==> src/hdl/kisr_ram.sv <==
// Generic RAM: one write port and two read ports, read data registered.
// No dependencies.
module kisr_ram #(
    parameter int WIDTH = 8,
    parameter int DEPTH = 16
) (
    input  logic                     i_clk,
    input  logic                     i_we,
    input  logic [$clog2(DEPTH)-1:0] i_waddr,
    input  logic [WIDTH-1:0]         i_wdata,
    input  logic [$clog2(DEPTH)-1:0] i_raddr_a,
    input  logic [$clog2(DEPTH)-1:0] i_raddr_b,
    output logic [WIDTH-1:0]         o_rdata_a,
    output logic [WIDTH-1:0]         o_rdata_b
);

    logic [WIDTH-1:0] r_mem [DEPTH];

    always_ff @(posedge i_clk) begin
        if (i_we) begin
            r_mem[i_waddr] <= i_wdata;
        end
        o_rdata_a <= r_mem[i_raddr_a];
        o_rdata_b <= r_mem[i_raddr_b];
    end

endmodule

==> config.mk <==
export PLATFORM = sky130hd
export DESIGN_NAME = kisr_ram
export DESIGN_NICKNAME = d
export VERILOG_FILES = /design/src/hdl/kisr_ram.sv
export SDC_FILE = /design/constraint.sdc
export NUM_CORES = 1
export LEC_CHECK = 0
export BUFFER_PORTS_ARGS = -buffer_cell sky130_fd_sc_hd__buf_2
export CAP_MARGIN = 20
export CORE_MARGIN = 2
export CORE_UTILIZATION = 45
export CTS_CLUSTER_DIAMETER = 200
export DETAILED_ROUTE_END_ITERATION = 6
export MAX_ROUTING_LAYER = met4
export PLACE_DENSITY = 0.69
export SYNTH_ARGS = -nofsm -noshare
export SYNTH_HDL_FRONTEND = slang
export SYNTH_SLANG_ARGS = --single-unit
==> constraint.sdc <==
create_clock -name i_clk -period 2.03 [get_ports i_clk]
set_input_delay 0.406 -clock i_clk [delete_from_list [all_inputs] [get_ports i_clk]]
set_output_delay 0.406 -clock i_clk [all_outputs]
set_load 0.03 [all_outputs]
==> results of run 1 <==
[critical path, cell delays in order]
cell and delay [ns]:
buf_2 0.12, buf_4 0.26, mux4_1 0.60, a22oi_1 0.33, nand2_1 0.09
[flip-flops by register name, summed over array words and instances, names as in the netlist]
| signal | cells |
|---|---|
| r_mem | 128 |
| o_rdata_b | 8 |
| o_rdata_a | 8 |
[layout by cell type (no fill, tap or decap), types with 2 or more instances in the layout]
master | netlist | final
edfxtp_1 | 128 | 128
buf_2 | 6 | 37
mux4_2 | 34 | 34
a22oi_1 | 32 | 32
mux4_1 | 28 | 28
buf_4 | 2 | 22
nand2_1 | 17 | 17
clkbuf_16 | 0 | 17
dfxtp_1 | 16 | 16
nor2_1 | 14 | 14
nor3_1 | 4 | 4
buf_12 | 0 | 4
clkinvlp_4 | 0 | 3
inv_6 | 0 | 3
clkbuf_8 | 0 | 3
nor2b_1 | 2 | 2
and2_1 | 2 | 2
and2b_1 | 2 | 2
mux4_4 | 2 | 2
nand3b_1 | 2 | 2
nand2b_1 | 2 | 2
bufinv_16 | 0 | 2
clkinv_2 | 0 | 2
[worst max path at each step]
stage,endpoint,slack [ns]
after floorplan,r_mem[0][0]$_DFFE_PP_,0.13
after global placement,o_rdata_b[3]$_DFF_P_,0.13
after detailed placement,o_rdata_b[3]$_DFF_P_,0.08
after CTS,o_rdata_b[3]$_DFF_P_,0.53
after global routing,o_rdata_b[3]$_DFF_P_,0.47
final,o_rdata_b[3]$_DFF_P_,0.51
[kinds of logic after synthesis]
kind of cell / Yosys count / synth area share, %
AND/OR/NAND/NOR: 47 / 3.43
flip-flops: 144 / 65.6
AO/OA/AOI/OAI: 32 / 3.79
multiplexers: 64 / 24.4
buffers and inverters: 20 / 2.72
[layout make-up]
type | count | area, sq um
fill | 1087 | 6400
sequential | 144 | 4160
multi-input combinational | 143 | 2010
clock buffer | 21 | 470
timing repair buffer | 63 | 430
tap | 180 | 225
clock inverter | 11 | 128
[where the power goes]
group | switching, mW | total, mW | internal (mW)
registers | 0.0374 | 3.35 | 3.32
logic | 0.332 | 0.572 | 0.240
clock network | 1.18 | 3.09 | 1.91
total | 1.55 | 7.02 | 5.47
[layer usage]
metal | vias up | global-route usage (%) | wire length [microns] | part of all wire [%]
met4 | 0 | 7.18 | 187 | 1.3
li1 | 1466 | - | - | -
met2 | 144 | 33.5 | 7280 | 51
met1 | 1799 | 28.2 | 5750 | 40
met3 | 12 | 5.53 | 1020 | 7.1
met5 | - | - | 0 | 0
==> qor.yml, run 1 <==
run_status:
  status: "finished clean"
cells_and_area:
  synthToLayoutAreaGrowth_pct: 17.0
  stdcell_count: 562
  n_antenna_cell: 0
  final_util_pct: 53.7
  drive_above_1_share_pct: 34.3
  layout.nets: 391
  design_area_sq_um: 7430
clock_tree:
  tritoncts: "built"
  htree_levels: 4
  cts_sinks: 144
  cts_resized: 0
  postCtsSetupBuffers: 0
  clkTransAtPathRegs_ns: 0.06
  clockBufferDepth: 2
  cts-buffers-inserted: 17
  cts_hold_buf: 0
  worstSkewPairLatency_ns: 0.43
  clock-root-buffer: "clkbuf_16"
placed_design:
  hpwlAfterDp_microns: 9110
  dp_cells: 530
  io_buffers: 37
  pre_cts_slack_ns: 0.0825
  place_congestion: 0.813
  placed_area_sq_um: 6830
logic_synthesis:
  synth.net_count: 329
  synth_top_area_cell: "edfxtp_1"
  ys_seq_area_share_pct: 65.6
  synth.most_common_cell: "edfxtp_1"
  synth-seq-cells: 144
  syn_area_sq_um: 6350
  syn_avg_cell_area_sq_um: 20.7
  synthArstFlopShare_pct: 0
  yosys.area.top_type_share_pct: 60.6
  syn_inst: 307
  ys_types: 20
  yosys_warnings: 0
  synth_commonest_cells: "edfxtp_1, mux4_2, a22oi_1"
  synth_edf_count: 128
  ys.flop_type: "edfxtp_1"
  synth_area_leaders: "edfxtp_1, mux4_2, mux4_1"
critical_path:
  crit_start: "i_raddr_b[0]"
  cp.arrival_ns: 1.81
  rr_endpoint: "o_rdata_b[7]$_DFF_P_"
  cp-end-kind: "flip-flop"
  rr_worst_depth: 3
  r2r-start: "r_mem[3][7]$_DFFE_PP_"
  path_max_fanout: 13
  required_ns: 2.33
  critPathLaunchType: "input port"
  path_class: "in2reg"
  r2r_slack_ns: 0.55
sta:
  finalHoldViolCount: 0
  worst_hold_slack_ns: 0.358
  tns_ns: 0
  layout_setup_ws_ns: 0.514
  period_share_pct: 74.7
  relSlewSlack_pct: 67.7
  rsz0062_at_grt: "no"
  fmax_mhz: 660
  clock_skew_ns: 0.0216
  worst-slew-pin-transition_ns: 0.485
  slew_viol_final: 0
  setup_viol: 0
  finalCriticalPeriod_ns: 1.52
grt:
  grt_max_degree: 33
  grt_util_all_layers_pct: 21.7
  grt_pass1_vias: 3668
  gr-total-overflow: 0
  grt_pass1_wl_microns: 21900
  antenna_found_initial: 0
die:
  die_y_microns: 123
  die-area_sq_um: 15100
  fp.dieW_microns: 123
  core_area_sq_um: 13800
  num_rows: 43
  start_util_pct: 45.9
  io_pins: 38
power_and_ir_drop:
  finalPower_mw: 7.02
  vdd_drop_max_v: 0.000599
  p_leak_nw: 2.59
  p_per_area_nw_per_um2: 945
routing:
  wl_microns: 14200
  first_pass_iters: 4
  drc: 0
  wire_per_inst_microns: 25.3
  drtIter0Drc: 371
  dr_total_vias: 3421
  via_per_inst: 6.09
  ant_nets: 0
worst_hold_path:
  hold_path.startpoint: "i_wdata[7]"
  hold_class: "in2reg"
  min_path_cells: 1
  hold_end: "r_mem[0][7]$_DFFE_PP_"
flow_run:
  maxCapViolCount: 0
Power figures use the tool's default switching activity.
==> inputs of run 2 (changes only) <==
- PLACE_DENSITY: 0.69 -> 0.71
- clock period: 2.03 -> 1.3 ns (I/O delays scaled with it)
==> run 2 against run 1 <==
Effect of this change: the flow now finishes with violations (negative setup slack); worst setup slack worse by 0.57 ns; critical path depth is 2 lower; routed wire length is 4.0% higher; combinational power is 84% higher; utilization is 3.0 points higher; sequential power is 56% higher; first-iteration DRC count is 30% higher; via count is 3.7% higher; global-route usage is 0.23 points higher; worst hold slack worse by 0.14 ns; non-clock buffer count is 23 higher; critical path type is now reg2reg; critical endpoint is now o_rdata_a[0]$_DFF_P_; largest cell class unchanged; highest routed layer unchanged.
==> qor.yml, run 2 (synthesis results as in run 1) <==
run_status:
  status: "complete, but fails checks"
  violations: "negative setup slack"
sta:
  clock_skew_ns: 0.00713
  slew_viol_final: 0
  setup_viol: 5
  relSlewSlack_pct: 23.9
  period_share_pct: 104
  finalCriticalPeriod_ns: 1.35
  layout_setup_ws_ns: -0.0543
  finalHoldViolCount: 0
  rsz0062_at_grt: "yes"
  worst-slew-pin-transition_ns: 1.14
  fmax_mhz: 738
  tns_ns: -0.117
cells_and_area:
  most-common-layout-cells: "edfxtp_1, mux4_2, buf_2, buf_4"
  largest_register_ffs: 128
  drive_above_1_share_pct: 49.6
  regMostFlops: "r_mem"
  n_antenna_cell: 0
  synthToLayoutAreaGrowth_pct: 23.6
  final_util_pct: 56.7
  fillers: 1013
  reg.largest.list: "r_mem x128, o_rdata_a x8, o_rdata_b x8"
  final_common_cell: "edfxtp_1"
  stdcell_count: 585
  layout.nets: 414
clock_tree:
  clockBufferDepth: 2
  tritoncts: "built"
  cts_sinks: 144
  worstSkewPairLatency_ns: 0.42
  postCtsSetupBuffers: 0
  htree_levels: 4
  cts-buffers-inserted: 17
  clkTransAtPathRegs_ns: 0.06
  clock-root-buffer: "clkbuf_16"
critical_path:
  r2r_slack_ns: -0.05
  r2r-start: "r_mem[0][0]$_DFFE_PP_"
  crit_start: "r_mem[0][0]$_DFFE_PP_"
  path_class: "reg2reg"
  cp-end-kind: "flip-flop"
  cp.arrival_ns: 1.65
  rr_worst_depth: 3
  required_ns: 1.60
  path_max_fanout: 2
  rr_endpoint: "o_rdata_a[0]$_DFF_P_"
  critPathLaunchType: "flip-flop"
die:
  core_area_sq_um: 13800
  die_y_microns: 123
  io_pins: 38
  die-area_sq_um: 15100
  start_util_pct: 45.9
  num_rows: 43
  fp.dieW_microns: 123
worst_hold_path:
  hold_path.startpoint: "i_wdata[7]"
  min_path_cells: 1
  hold_class: "in2reg"
  hold_end: "r_mem[9][7]$_DFFE_PP_"
grt:
  grt_pass1_vias: 3707
  grt_util_all_layers_pct: 21.9
  antenna_found_initial: 0
  gr-usage-met2_pct: 35.6
  met1_usage_pct: 26.2
  grt_max_degree: 18
  use_met3_pct: 6.13
  busiest_layer: "met2"
  grt_pass1_wl_microns: 22100
  gr-total-overflow: 0
power_and_ir_drop:
  p_leak_nw: 2.68
  vdd_drop_max_v: 0.000992
  p_per_area_nw_per_um2: 1510
routing:
  wire_per_inst_microns: 25.3
  drc: 0
  wl_microns: 14800
  ant_nets: 0
  first_pass_iters: 5
  dr_total_vias: 3549
  drtIter0Drc: 483
  via_per_inst: 6.07
placed_design:
  dp_cells: 553
  io_buffers: 37
  place_congestion: 0.791
  hpwlAfterDp_microns: 9900
flow_run:
  maxCapViolCount: 0
-- run 2: what timing repair did --
action	4_1_cts	5_1_grt
endpoints found under the setup margin	10	16
pin swaps	4	3
gates resized for setup	8	11
hold buffers	0	0
-- run 2: how the worst max path moves through the flow --
stage / end / slack (ns)
after CTS: o_rdata_b[7]$_DFF_P_ / -0.06
after floorplan: o_rdata_a[5]$_DFF_P_ / -0.07
after detailed placement: o_rdata_b[3]$_DFF_P_ / -0.42
after global placement: o_rdata_a[3]$_DFF_P_ / -0.37
after global routing: o_rdata_a[0]$_DFF_P_ / -0.10
final: o_rdata_a[0]$_DFF_P_ / -0.05
-- run 2: worst max-delay path, stage by stage (launching register included) --
cell and delay [ns]:
edfxtp_1 0.39, mux4_4 0.61, a22oi_2 0.18, nand2_1 0.06
-- run 2: through the flow --
step           setup WS, ns  power [mW]  hold slack, ns  instance area (sq um)
2_1_floorplan       -0.0725        5.95           0.359                   6360
3_5_place_dp         -0.417        6.34           0.647                   7090
3_3_place_gp         -0.371        6.31           0.628                   7090
6_report            -0.0543        11.8           0.217                   7850
5_1_grt              -0.100        12.1           0.222                   7850
4_1_cts             -0.0563        11.9           0.203                   7790
-- run 2: cell type report --
cell class	count	area (sq um)	share of cell area, %
repair buffers	86	753	9.60
clock buffers	20	437	5.57
clock inverters	12	238	3.03
well taps	180	225	2.87
flip-flops and latches	144	4160	53.1
multi-input cells	143	2030	25.9
-- run 2: power breakdown --
part           internal (mW)  total (mW)  switching (mW)
Sequential              5.18        5.24          0.0549
Combinational          0.472        1.05           0.575
Clock                   3.77        5.54            1.77
-- run 2: per-layer routing --
metal  routed length (microns)  up-vias
li1                          -     1483
met4                       340        0
met3                      1360       35
met1                      5560     1835
met5                         0        -
met2                      7550      196
